--- config.mk ---
export PLATFORM = sky130hd
export DESIGN_NAME = epoch_seconds_to_calendar_unit
export DESIGN_NICKNAME = d
export VERILOG_FILES = /design/src/sv/esc_pkg.sv /design/src/sv/esc_sub_unit.sv /design/src/sv/epoch_seconds_to_calendar_unit.sv
export SDC_FILE = /design/constraint.sdc
export NUM_CORES = 2
export LEC_CHECK = 0
export ABC_AREA = 1
export ABC_CLOCK_PERIOD_IN_PS = 11200
export BUFFER_PORTS_ARGS = -buffer_cell sky130_fd_sc_hd__buf_4
export CAP_MARGIN = 25
export CORE_MARGIN = 2
export CORE_UTILIZATION = 40
export DETAILED_ROUTE_END_ITERATION = 8
export PLACE_DENSITY = 0.52
export SYNTH_ARGS = -nofsm -noshare
export SYNTH_HDL_FRONTEND = slang
export SYNTH_SLANG_ARGS = --single-unit
--- constraint.sdc ---
create_clock -name clk -period 11.2 [get_ports clk]
set_input_delay 0.56 -clock clk [delete_from_list [all_inputs] [get_ports clk]]
set_output_delay 0.56 -clock clk [all_outputs]
set_load 0.01 [all_outputs]
--- src/sv/esc_pkg.sv ---
// ----------------------------------------------------------------------------
// esc_pkg: shared types and constants for the epoch-seconds calendar unit
// Widths of the working registers, calendar constants and the month table.
// ----------------------------------------------------------------------------
package esc_pkg;

  localparam int unsigned EPOCH_W = 32;
  localparam int unsigned REM_W   = 17;
  localparam int unsigned YEAR_W  = 12;

  localparam logic [YEAR_W-1:0] BASE_YEAR = 12'd1970;

  // Reciprocals for exact division by multiply and shift over the value
  // ranges seen at each step.
  localparam logic [EPOCH_W-1:0] RECIP_60    = 32'h8888_8889; // ceil(2^37 / 60)
  localparam int unsigned        SH_60       = 37;
  localparam logic [EPOCH_W-1:0] RECIP_24    = 32'd2796203;   // ceil(2^26 / 24)
  localparam int unsigned        SH_24       = 26;
  localparam logic [EPOCH_W-1:0] RECIP_BLOCK = 32'd91868;     // ceil(2^27 / 1461)
  localparam int unsigned        SH_BLOCK    = 27;

  localparam logic [EPOCH_W-1:0] DAYS_PER_BLOCK = 32'd1461;   // four years
  localparam logic [REM_W-1:0]   DAYS_COMMON    = 17'd365;
  localparam logic [REM_W-1:0]   DAYS_LEAP      = 17'd366;

  // zero-based day of year of the leap day in a leap year
  localparam logic [REM_W-1:0] LEAP_DAY_IDX = 17'd59;

  localparam logic [3:0] MONTH_JAN = 4'd0;
  localparam logic [3:0] MONTH_FEB = 4'd1;
  localparam logic [3:0] MONTH_DEC = 4'd11;

  typedef struct packed {
    logic             ge;
    logic [REM_W-1:0] diff;
  } sub_res_t;

  function automatic logic [4:0] month_len(input logic [3:0] m);
    logic [4:0] len;
    case (m)
      4'd1:                            len = 5'd28;
      4'd3, 4'd5, 4'd8, 4'd10:         len = 5'd30;
      default:                         len = 5'd31;
    endcase
    return len;
  endfunction

endpackage

--- src/sv/esc_sub_unit.sv ---
// ----------------------------------------------------------------------------
// esc_sub_unit: shared compare and subtract
// Gives a >= b and a - b; drives the block remainder and every walk step.
// ----------------------------------------------------------------------------
module esc_sub_unit
  import esc_pkg::*;
(
  input  logic [REM_W-1:0] a,
  input  logic [REM_W-1:0] b,
  output sub_res_t         res
);

  logic [REM_W:0] wide;

  assign wide     = {1'b0, a} - {1'b0, b};
  assign res.ge   = ~wide[REM_W];
  assign res.diff = wide[REM_W-1:0];

endmodule

--- src/sv/epoch_seconds_to_calendar_unit.sv ---
// ----------------------------------------------------------------------------
// epoch_seconds_to_calendar_unit: seconds since 1970 to UTC calendar fields
// Sequencer around one shared multiplier and one compare/subtract unit.
// ----------------------------------------------------------------------------
// Usage:
//   Input channel (in_valid/in_ready, epoch_seconds) takes one request: an
//   unsigned count of seconds since 1970-01-01 00:00:00 UTC. Output channel
//   (out_valid/out_ready) returns year, zero-based month, day, hour, minute
//   and second. Every year divisible by four is a leap year (2100 included).
//
//   Five steps share one 32x32 multiplier: reciprocal multiplies by 1/60,
//   1/60 and 1/24 give minutes, hours and days, then days split into
//   four-year blocks of 1461 days and the block remainder is formed. A year
//   walk, a leap-day step and a month walk follow, each walk taking one
//   compare/subtract a cycle, and a last step loads the output register.
//   One request is in flight at a time; in_ready is high only while the
//   sequencer is idle, so none is taken before the last result is stored.
//
//   The result sits in an output register, so a new request is taken while
//   a finished result waits for out_ready. If the receiver stalls and the
//   register is still full when the next result is done, the sequencer
//   holds that result until the register frees up.
//   Reset clears the sequencer and out_valid; no request survives reset.
// ----------------------------------------------------------------------------
module epoch_seconds_to_calendar_unit
  import esc_pkg::*;
(
  input  logic                clk,
  input  logic                rst,
  input  logic                in_valid,
  output logic                in_ready,
  input  logic [EPOCH_W-1:0]  epoch_seconds,
  output logic                out_valid,
  input  logic                out_ready,
  output logic [YEAR_W-1:0]   year,
  output logic [3:0]          month,
  output logic [4:0]          day,
  output logic [4:0]          hour,
  output logic [5:0]          minute,
  output logic [5:0]          second
);

  localparam logic [3:0] ST_IDLE     = 4'd0;
  localparam logic [3:0] ST_DIV_SEC  = 4'd1;
  localparam logic [3:0] ST_DIV_MIN  = 4'd2;
  localparam logic [3:0] ST_DIV_HR   = 4'd3;
  localparam logic [3:0] ST_DIV_BLK  = 4'd4;
  localparam logic [3:0] ST_BLK_REM  = 4'd5;
  localparam logic [3:0] ST_YEAR     = 4'd6;
  localparam logic [3:0] ST_MON_PREP = 4'd7;
  localparam logic [3:0] ST_MONTH    = 4'd8;
  localparam logic [3:0] ST_DONE     = 4'd9;

  logic [3:0]           state;
  logic [EPOCH_W-1:0]   dq;     // value being divided, then its quotient
  logic [REM_W-1:0]     r;      // day within the block, later day index
  logic [5:0]           blk;    // whole four-year blocks
  logic [5:0]           sec_q;
  logic [5:0]           min_q;
  logic [4:0]           hr_q;
  logic [YEAR_W-1:0]    yr_q;
  logic [3:0]           mon_q;

  logic                 leap;
  logic [EPOCH_W-1:0]   mul_a;
  logic [EPOCH_W-1:0]   mul_b;
  logic [2*EPOCH_W-1:0] mul_p;
  logic [26:0]          quot60;
  logic [15:0]          quot24;
  logic [5:0]           quot_blk;
  logic [REM_W-1:0]     op_a;
  logic [REM_W-1:0]     op_b;
  sub_res_t             res;
  logic                 out_free;

  assign leap = (yr_q[1:0] == 2'b00);

  // Shared multiplier: reciprocal divides, then blocks times 1461 days.
  always_comb begin
    mul_a = (state == ST_BLK_REM) ? {{(EPOCH_W-6){1'b0}}, blk} : dq;
    case (state)
      ST_DIV_SEC, ST_DIV_MIN: mul_b = RECIP_60;
      ST_DIV_HR:              mul_b = RECIP_24;
      ST_DIV_BLK:             mul_b = RECIP_BLOCK;
      ST_BLK_REM:             mul_b = DAYS_PER_BLOCK;
      default:                mul_b = '0;
    endcase
  end

  assign mul_p    = {{EPOCH_W{1'b0}}, mul_a} * {{EPOCH_W{1'b0}}, mul_b};
  assign quot60   = mul_p[SH_60 +: 27];
  assign quot24   = mul_p[SH_24 +: 16];
  assign quot_blk = mul_p[SH_BLOCK +: 6];

  always_comb begin
    op_a = (state == ST_BLK_REM) ? dq[REM_W-1:0] : r;
    case (state)
      ST_BLK_REM: op_b = mul_p[REM_W-1:0];
      ST_YEAR:    op_b = leap ? DAYS_LEAP : DAYS_COMMON;
      ST_MONTH:   op_b = {{(REM_W-5){1'b0}}, month_len(mon_q)};
      default:    op_b = '0;
    endcase
  end

  esc_sub_unit u_sub (
    .a   (op_a),
    .b   (op_b),
    .res (res)
  );

  assign out_free = !out_valid || out_ready;
  assign in_ready = (state == ST_IDLE);

  // Set on a finished result, drop once the receiver takes it.
  always_ff @(posedge clk) begin
    if (rst) begin
      out_valid <= 1'b0;
    end else if (state == ST_DONE && out_free) begin
      out_valid <= 1'b1;
    end else if (out_ready) begin
      out_valid <= 1'b0;
    end
  end

  always_ff @(posedge clk) begin
    if (rst) begin
      state <= ST_IDLE;
    end else begin
      case (state)
        ST_IDLE: begin
          if (in_valid) begin
            dq    <= epoch_seconds;
            state <= ST_DIV_SEC;
          end
        end
        ST_DIV_SEC: begin
          // remainder mod 64 is exact: -60 == 4 (mod 64)
          sec_q <= dq[5:0] + {quot60[3:0], 2'b00};
          dq    <= {5'b0, quot60};
          state <= ST_DIV_MIN;
        end
        ST_DIV_MIN: begin
          min_q <= dq[5:0] + {quot60[3:0], 2'b00};
          dq    <= {5'b0, quot60};
          state <= ST_DIV_HR;
        end
        ST_DIV_HR: begin
          // -24 == 8 (mod 32)
          hr_q  <= dq[4:0] + {quot24[1:0], 3'b000};
          dq    <= {16'b0, quot24};
          state <= ST_DIV_BLK;
        end
        ST_DIV_BLK: begin
          blk   <= quot_blk;
          yr_q  <= BASE_YEAR + {4'b0, quot_blk, 2'b00};
          state <= ST_BLK_REM;
        end
        ST_BLK_REM: begin
          r     <= res.diff;
          state <= ST_YEAR;
        end
        ST_YEAR: begin
          if (res.ge) begin
            r    <= res.diff;
            yr_q <= yr_q + 12'd1;
          end else begin
            state <= ST_MON_PREP;
          end
        end
        ST_MON_PREP: begin
          if (leap && r == LEAP_DAY_IDX) begin
            mon_q <= MONTH_FEB;
            r     <= 17'd28;
            state <= ST_DONE;
          end else begin
            mon_q <= MONTH_JAN;
            // drop the leap day so the common-year table applies
            if (leap && r > LEAP_DAY_IDX) begin
              r <= r - 17'd1;
            end
            state <= ST_MONTH;
          end
        end
        ST_MONTH: begin
          if (mon_q != MONTH_DEC && res.ge) begin
            r     <= res.diff;
            mon_q <= mon_q + 4'd1;
          end else begin
            state <= ST_DONE;
          end
        end
        ST_DONE: begin
          if (out_free) begin
            year   <= yr_q;
            month  <= mon_q;
            day    <= r[4:0] + 5'd1;
            hour   <= hr_q;
            minute <= min_q;
            second <= sec_q;
            state  <= ST_IDLE;
          end
        end
        default: begin
          state <= ST_IDLE;
        end
      endcase
    end
  end

endmodule

# After elaboration in Yosys (flattened, before gate mapping)
# Cells that the tools add are included.
word_totals:
  reg_bits: 131
  latch_bits: 0
  mem_bits_rw: 0
  rom_bits: 0
  input_bits: 36
  output_inout_bits: 40
  wordCells: 102
  mem_count: 0
op_classes:
  n_addsub: 8
  n_mul: 1
  n_div: 0
  magnitude_cmp: 1
  eq_ne: 23
  n_shift: 0
  n_mux: 26
  n_bitwise: 2
  n_reduce_logical: 25
ops:
  columns: ["op", "count"]
  rows:
  - ["32-bit case mux with 4 select lines", 1]
  - ["32-bit case mux with 3 select lines", 1]
  - ["17-bit two-way mux", 5]
  - ["17-bit case mux with 4 select lines", 1]
  - ["32-bit by 32-bit multiplier with 64-bit output", 1]
  - ["32-bit two-way mux", 2]
  - ["17-bit case mux with 3 select lines", 1]
  - ["4-bit case mux with 10 select lines", 1]
  - ["12-bit case mux with 2 select lines", 1]
  - ["4-bit by 3-bit equality test with 1-bit output (second input constant)", 5]
  - ["4-bit two-way mux", 5]
  - ["17-bit by 17-bit subtractor with 18-bit output", 1]
  - ["17-bit by 6-bit equality test with 1-bit output (second input constant)", 1]
  - ["17-bit by 6-bit greater-than comparator with 1-bit output (second input constant)", 1]
  - ["17-bit by 1-bit subtractor with 17-bit output (second input constant)", 1]
  - ["4-bit equality test (second input constant)", 4]
  - ["11-bit by 8-bit adder with 12-bit output (first input constant)", 1]
  - ["12-bit by 1-bit adder with 12-bit output (second input constant)", 1]
  - ["4-bit by 2-bit equality test with 1-bit output (second input constant)", 3]
  - ["12-bit two-way mux", 1]
  - ["3-bit AND reduction", 4]
  - ["2-bit != test (second input constant)", 5]
  - ["4-bit by 1-bit equality test with 1-bit output (second input constant)", 2]
  - ["4-bit case mux with 2 select lines", 1]
  - ["24 further kinds", 36]

# Logic depth before layout (Yosys ltp)
logic_depth:
  depth_word: 10
  depth_mapped: 42

# Modules after synthesis
# From an unflattened synthesis, not the netlist that was laid out.
unflattened:
  hier_cells: 4140
  hier_area_um2: 33303.2
by_module_without_submodules:
  columns: ["mod", "n_inst", "cells_each", "area_per_inst_um2", "seq_area_each_um2"]
  rows:
  - ["epoch_seconds_to_calendar_unit", 1, 3914, 32190.9, 3883.7]
  - ["esc_sub_unit", 1, 226, 1112.3, 0.0]

# Worst setup path before layout
# No wires, ideal clock.
synth_path:
  kind: "register to register"
  startpoint: "register state[2]"
  endpoint: "register r[0], enable pin"
  setup_ps: 390
  arrival_ps: 7771
  required_time_ps: 10810
  path_slack_ps: 3039
  stages_incl_launch_ff: 39
  n_path_buf: 1
  period_less_slack_ps: 8161
  path_cell_list: "dfxtp_1 -> inv_2 -> nor2_4 -> inv_2 -> nor2_2 -> inv_2 -> clkbuf_1 -> nor2_1 -> fa_1 -> fa_1 -> inv_1 -> fa_1 -> fa_1 -> inv_1 -> ha_1 -> ha_1 -> inv_1 -> fa_1 -> (+3 left out) -> nand2_1 -> inv_1 -> a21oi_1 -> nand2_1 -> inv_1 -> nand2_1 -> a21oi_1 -> o21ai_0 -> ha_1 -> inv_1 -> nor3_1 -> and2_1 -> nand2_1 -> nand2_1 -> nand2_1 -> nand2_1 -> nand2_1 -> nor2_1"
synth_via:
  elab_chain_len: 10
  word_cells_on_any_way: 22
  cone_classes: "add/sub: 1; mul: 1; eq/ne: 11; mux: 4; bitwise: 1; reduce/logical: 4"
synth_lines:
  columns: ["element", "line", "source"]
  rows:
  - ["start, declared", "epoch_seconds_to_calendar_unit.sv:54", "logic [3:0] state;"]
  - ["start signal, assigned", "epoch_seconds_to_calendar_unit.sv:127", "state <= ST_IDLE;"]
  - ["start signal, assigned", "epoch_seconds_to_calendar_unit.sv:133", "state <= ST_DIV_SEC;"]
  - ["start signal, assigned", "epoch_seconds_to_calendar_unit.sv:140", "state <= ST_DIV_MIN;"]
  - ["4-bit by 2-bit equality test with 1-bit output or 4-bit by 1-bit equality test with 1-bit output (tied branches)", "epoch_seconds_to_calendar_unit.sv:81", "case (state)"]
  - ["2-bit OR reduction (no source line)", null, null]
  - ["32-bit case mux with 4 select lines", "epoch_seconds_to_calendar_unit.sv:81", null]
  - ["32-bit by 32-bit multiplier with 64-bit output", "epoch_seconds_to_calendar_unit.sv:90", "assign mul_p = {{EPOCH_W{1'b0}}, mul_a} * {{EPOCH_W{1'b0}}, mul_b};"]
  - ["17-bit case mux with 3 select lines", "epoch_seconds_to_calendar_unit.sv:97", "case (state)"]
  - ["17-bit by 17-bit subtractor with 18-bit output", "esc_sub_unit.sv:15", "assign wide = {1'b0, a} - {1'b0, b};"]
  - ["1-bit inverter", "esc_sub_unit.sv:16", "assign res.ge = ~wide[REM_W];"]
  - ["1-bit logical AND", "epoch_seconds_to_calendar_unit.sv:185", "if (mon_q != MONTH_DEC && res.ge) begin"]
  - ["2-bit != test (no source line)", null, null]
  - ["5-bit AND reduction (no source line) (*)", null, null]
  - ["end signal, assigned", "epoch_seconds_to_calendar_unit.sv:164", "r <= res.diff;"]
  - ["end signal, assigned", "epoch_seconds_to_calendar_unit.sv:179", "r <= r - 17'd1;"]
  - ["end signal, assigned", "epoch_seconds_to_calendar_unit.sv:186", "r <= res.diff;"]
  - ["end, declared", "epoch_seconds_to_calendar_unit.sv:56", "logic [REM_W-1:0] r;"]
# Mark *: on every way between the ends. The rest lies on a longest branch, timed or not.
# A chain may end at the register's enable or synchronous reset.

# Final worst setup path
layout_path:
  startpoint: "register state[0]"
  endpoint: "register sec_q[5], data pin"
layout_via:
  elab_chain_len: 5
  word_cells_on_any_way: 10
  cone_classes: "add/sub: 1; mul: 1; eq/ne: 5; mux: 2; reduce/logical: 1"
layout_lines:
  columns: ["element", "line", "source"]
  rows:
  - ["4-bit by 2-bit equality test with 1-bit output or 4-bit by 1-bit equality test with 1-bit output (tied branches)", "epoch_seconds_to_calendar_unit.sv:81", null]
  - ["2-bit OR reduction (no source line)", null, null]
  - ["32-bit case mux with 4 select lines", "epoch_seconds_to_calendar_unit.sv:81", null]
  - ["32-bit by 32-bit multiplier with 64-bit output (*)", "epoch_seconds_to_calendar_unit.sv:90", null]
  - ["6-bit adder (*)", "epoch_seconds_to_calendar_unit.sv:138", "sec_q <= dq[5:0] + {quot60[3:0], 2'b00};"]
  - ["end signal, assigned", "epoch_seconds_to_calendar_unit.sv:138", null]
  - ["end, declared", "epoch_seconds_to_calendar_unit.sv:58", "logic [5:0] sec_q;"]
# Marks and branches as above.

==> impl_metrics.csv <==
group,metric,value,unit
cts,cts_buffers,17,
layout,drive_gt1_share,4.22,%
timing,grt_setup_unrepaired,"false",
placement,dp_hpwl,100,mm
logic_synthesis,syn_inst,4083,
hold_path,worstHoldStart,"epoch_seconds[25]",
global_route,grt_antenna_before_repair,2,
timing,report.final.setup_viol,0,
timing,min_period,9.60,ns
setup_path,ff2ff_path_depth,38,
timing,fmax,104,MHz
timing,period_share,85.7,%
cts,cts_htree_levels,4,
routing,drcViolationCount,0,
die,start_util,40.6,%
timing,drv_slew,0,
routing,ant_nets,0,
placement,gp_congestion,0.976,
cts,cts-root-buf,"clkbuf_16",
cts,clkSinkCount,131,
timing,tns,0,ns
global_route,grt_pass1_vias,26200,
global_route,grt.total_usage,26.7,%
logic_synthesis,ys_types,48,
routing,wl,111,mm
cts,clkLatencyLatePin,0.47,ns
timing,final-hold-violation-count,0,
logic_synthesis,synth-seq-cells,131,
global_route,grt_start_max_net_pins,52,
cts,cts_resized,0,
setup_path,worst-setup-path-type,"flip-flop to flip-flop",
setup_path,slowest_delay,0.59,ns
setup_path,r2r-start,"state[0]$_SDFFE_PP0P_",
job,drv_cap,0,
routing,firstDrtPassIters,5,
hold_path,min_to,"dq[25]$_DFFE_PP_",
timing,max-slew-margin-rel,31.8,%
die,die_w,290,um
run_status,run_status,"complete, no violations",
global_route,grt_pass1_wl,167,mm
layout,area_growth,7.77,%
setup_path,r2r_end,"sec_q[5]$_DFFE_PP_",
logic_synthesis,yosysSeqAreaShare,11.8,%
timing,fin_skew,0.0393,ns
die,die_y,290,um
setup_path,crit_required,11.37,ns
layout,fin_util,43.7,%
setup_path,cp.arrival,9.77,ns
cts,cts_setup_buffers,0,
routing,via_per_inst,4.86,
logic_synthesis,synth_area_per_cell,8.03,um2
die,rows,104,
hold_path,holdPathStages,3,
cts,clockBufferDepth,2,
routing,drt_iter0_drc,1999,
logic_synthesis,syn-cell-area,32800,um2
setup_path,start_kind,"flip-flop",
cts,clkTransAtPathRegs,0.10,ns
logic_synthesis,yosys_warnings,0,
die,core,80800,um2
global_route,grt_overflow,0,
setup_path,ff2ff_setup_slack,1.60,ns
placement,port_buffers,75,
die,die-area,84300,um2
routing,post_drt_wl_per_cell,21.1,um
layout,diodes,0,
cts,cts_tree,"yes",
setup_path,crit_path_end_kind,"flip-flop",
die,io_pins,76,
setup_path,cp_max_fo,19,
layout,nets,5213,
timing,tightest_slew,1.02,ns
routing,vias,25500,
setup_path,crit_path_top_delay_cell,"fa_1",
hold_path,hold_path_class,"input port to flip-flop",
cts,ctsHoldBuffers,0,
## Yosys cell counts, drive strengths merged
master,number,area share [%]
xnor2,7,0.19
a21o,4,0.092
xnor3,1,0.069
clkinv,1,0.011
edfxtp,126,12
or2,14,0.27
ha,418,16
clkbuf,23,0.26
a21oi,99,1.5
buf,16,0.27
nor3,25,0.46
nor3b,1,0.023
and2,7,0.13
nand2,766,8.8
nor4,3,0.057
nand4,11,0.21
o211ai,1,0.023
a22oi,1,0.023
nand3b,17,0.39
fa,582,36
a32o,2,0.061
xor2,14,0.37
conb,2,0.023
nor2,386,4.5
dfxtp,5,0.31
a31oi,4,0.076
o21bai,6,0.14
o22ai,6,0.11
o31ai,1,0.023
inv,1314,15
nand3,142,2.2
o21ai,77,1.3
o311ai,1,0.027
## kinds of logic after synthesis
logic type	count (synthesis)	share of synthesized area, %
AOI/OAI and AO/OA	202	3.38
xor gates and xnor gates	22	0.630
adders and majority gates	1000	51.5
buffers and inverters	1354	15.6
DFF	131	11.8
other	2	0.0229
and+or+nand+nor	1372	17.1
## area by class of cell
class	count	area, um2
Multi-Input combinational cell	2622	23900
Clock inverter	14	171
Clock buffer	18	429
Fill cell	8347	45500
Timing Repair Buffer	90	676
Inverter	1315	4940
Sequential cell	131	3880
Tap cell	1060	1330
## registers in the layout, indices dropped and copies added, names as in the netlist
name / cells
dq: 32
r: 17
year: 12
yr_q: 12
blk: 6
min_q: 6
minute: 6
sec_q: 6
second: 6
day: 5
hour: 5
hr_q: 5
mon_q: 4
month: 4
state: 4
out_valid: 1
## worst max-delay path by stage
stage / start / end / depth (start not counted)
floorplan: state[2]$_SDFFE_PP0P_ / r[0]$_DFFE_PP_ / 38
global placement: state[3]$_SDFFE_PP0P_ / min_q[5]$_DFFE_PP_ / 33
detailed placement: state[0]$_SDFFE_PP0P_ / sec_q[5]$_DFFE_PP_ / 37
CTS: state[0]$_SDFFE_PP0P_ / sec_q[5]$_DFFE_PP_ / 38
global route: state[0]$_SDFFE_PP0P_ / min_q[5]$_DFFE_PP_ / 38
finish: state[0]$_SDFFE_PP0P_ / sec_q[5]$_DFFE_PP_ / 38
## worst max-delay path, delay by kind of cell (launching register included)
kind	cells	cell delay [ns]
fa+ha+maj	10	4.82
xor+xnor	2	0.57
simple gates	14	2.01
flops	1	0.44
compound gates	1	0.16
buf+inv	11	1.27
## metrics by stage
step	setup slack, ns	hold slack, ns	cells	instance area [um2]
after floorplan	3.04	0.400	4107	32900
after global routing	1.14	0.386	5250	35300
after detailed placement	1.79	0.405	5218	34700
after global placement	1.85	0.401	5218	34700
final	1.60	0.389	5250	35300
after CTS	1.74	0.372	5250	35300
## layout by cell type (no fill, tap or decap), drive strengths merged
| master | count |
|---|---|
| o311ai | 1 |
| or2 | 14 |
| clkinv | 7 |
| a21oi | 99 |
| dfxtp | 5 |
| inv | 1320 |
| o22ai | 6 |
| xor2 | 14 |
| o21bai | 6 |
| o21ai | 77 |
| bufinv | 2 |
| nand4 | 11 |
| ha | 418 |
| fa | 582 |
| a21o | 4 |
| nand2 | 766 |
| nand3 | 142 |
| nor3 | 25 |
| a32o | 2 |
| and2 | 7 |
| o211ai | 1 |
| a31oi | 4 |
| edfxtp | 126 |
| a22oi | 1 |
| xnor2 | 7 |
| nor4 | 3 |
| xnor3 | 1 |
| conb | 26 |
| nor2 | 386 |
| nand3b | 17 |
| clkbuf | 18 |
| o31ai | 1 |
| nor3b | 1 |
| buf | 90 |
## metal layers
layer / share of wire (%) / wire (um) / global-route usage, % / vias up
met4: 3.1 / 3400 / 7.43 / 0
met5: 0 / 0 / 0 / -
met3: 4.6 / 5100 / 2.42 / 128
li1: - / - / - / 12100
met2: 49 / 54600 / 46.6 / 757
met1: 43 / 48000 / 35.4 / 12500
Power is left out: the tool's default activity adds up to more than one toggle a clock period on the data nets, which glitch-free logic cannot reach.
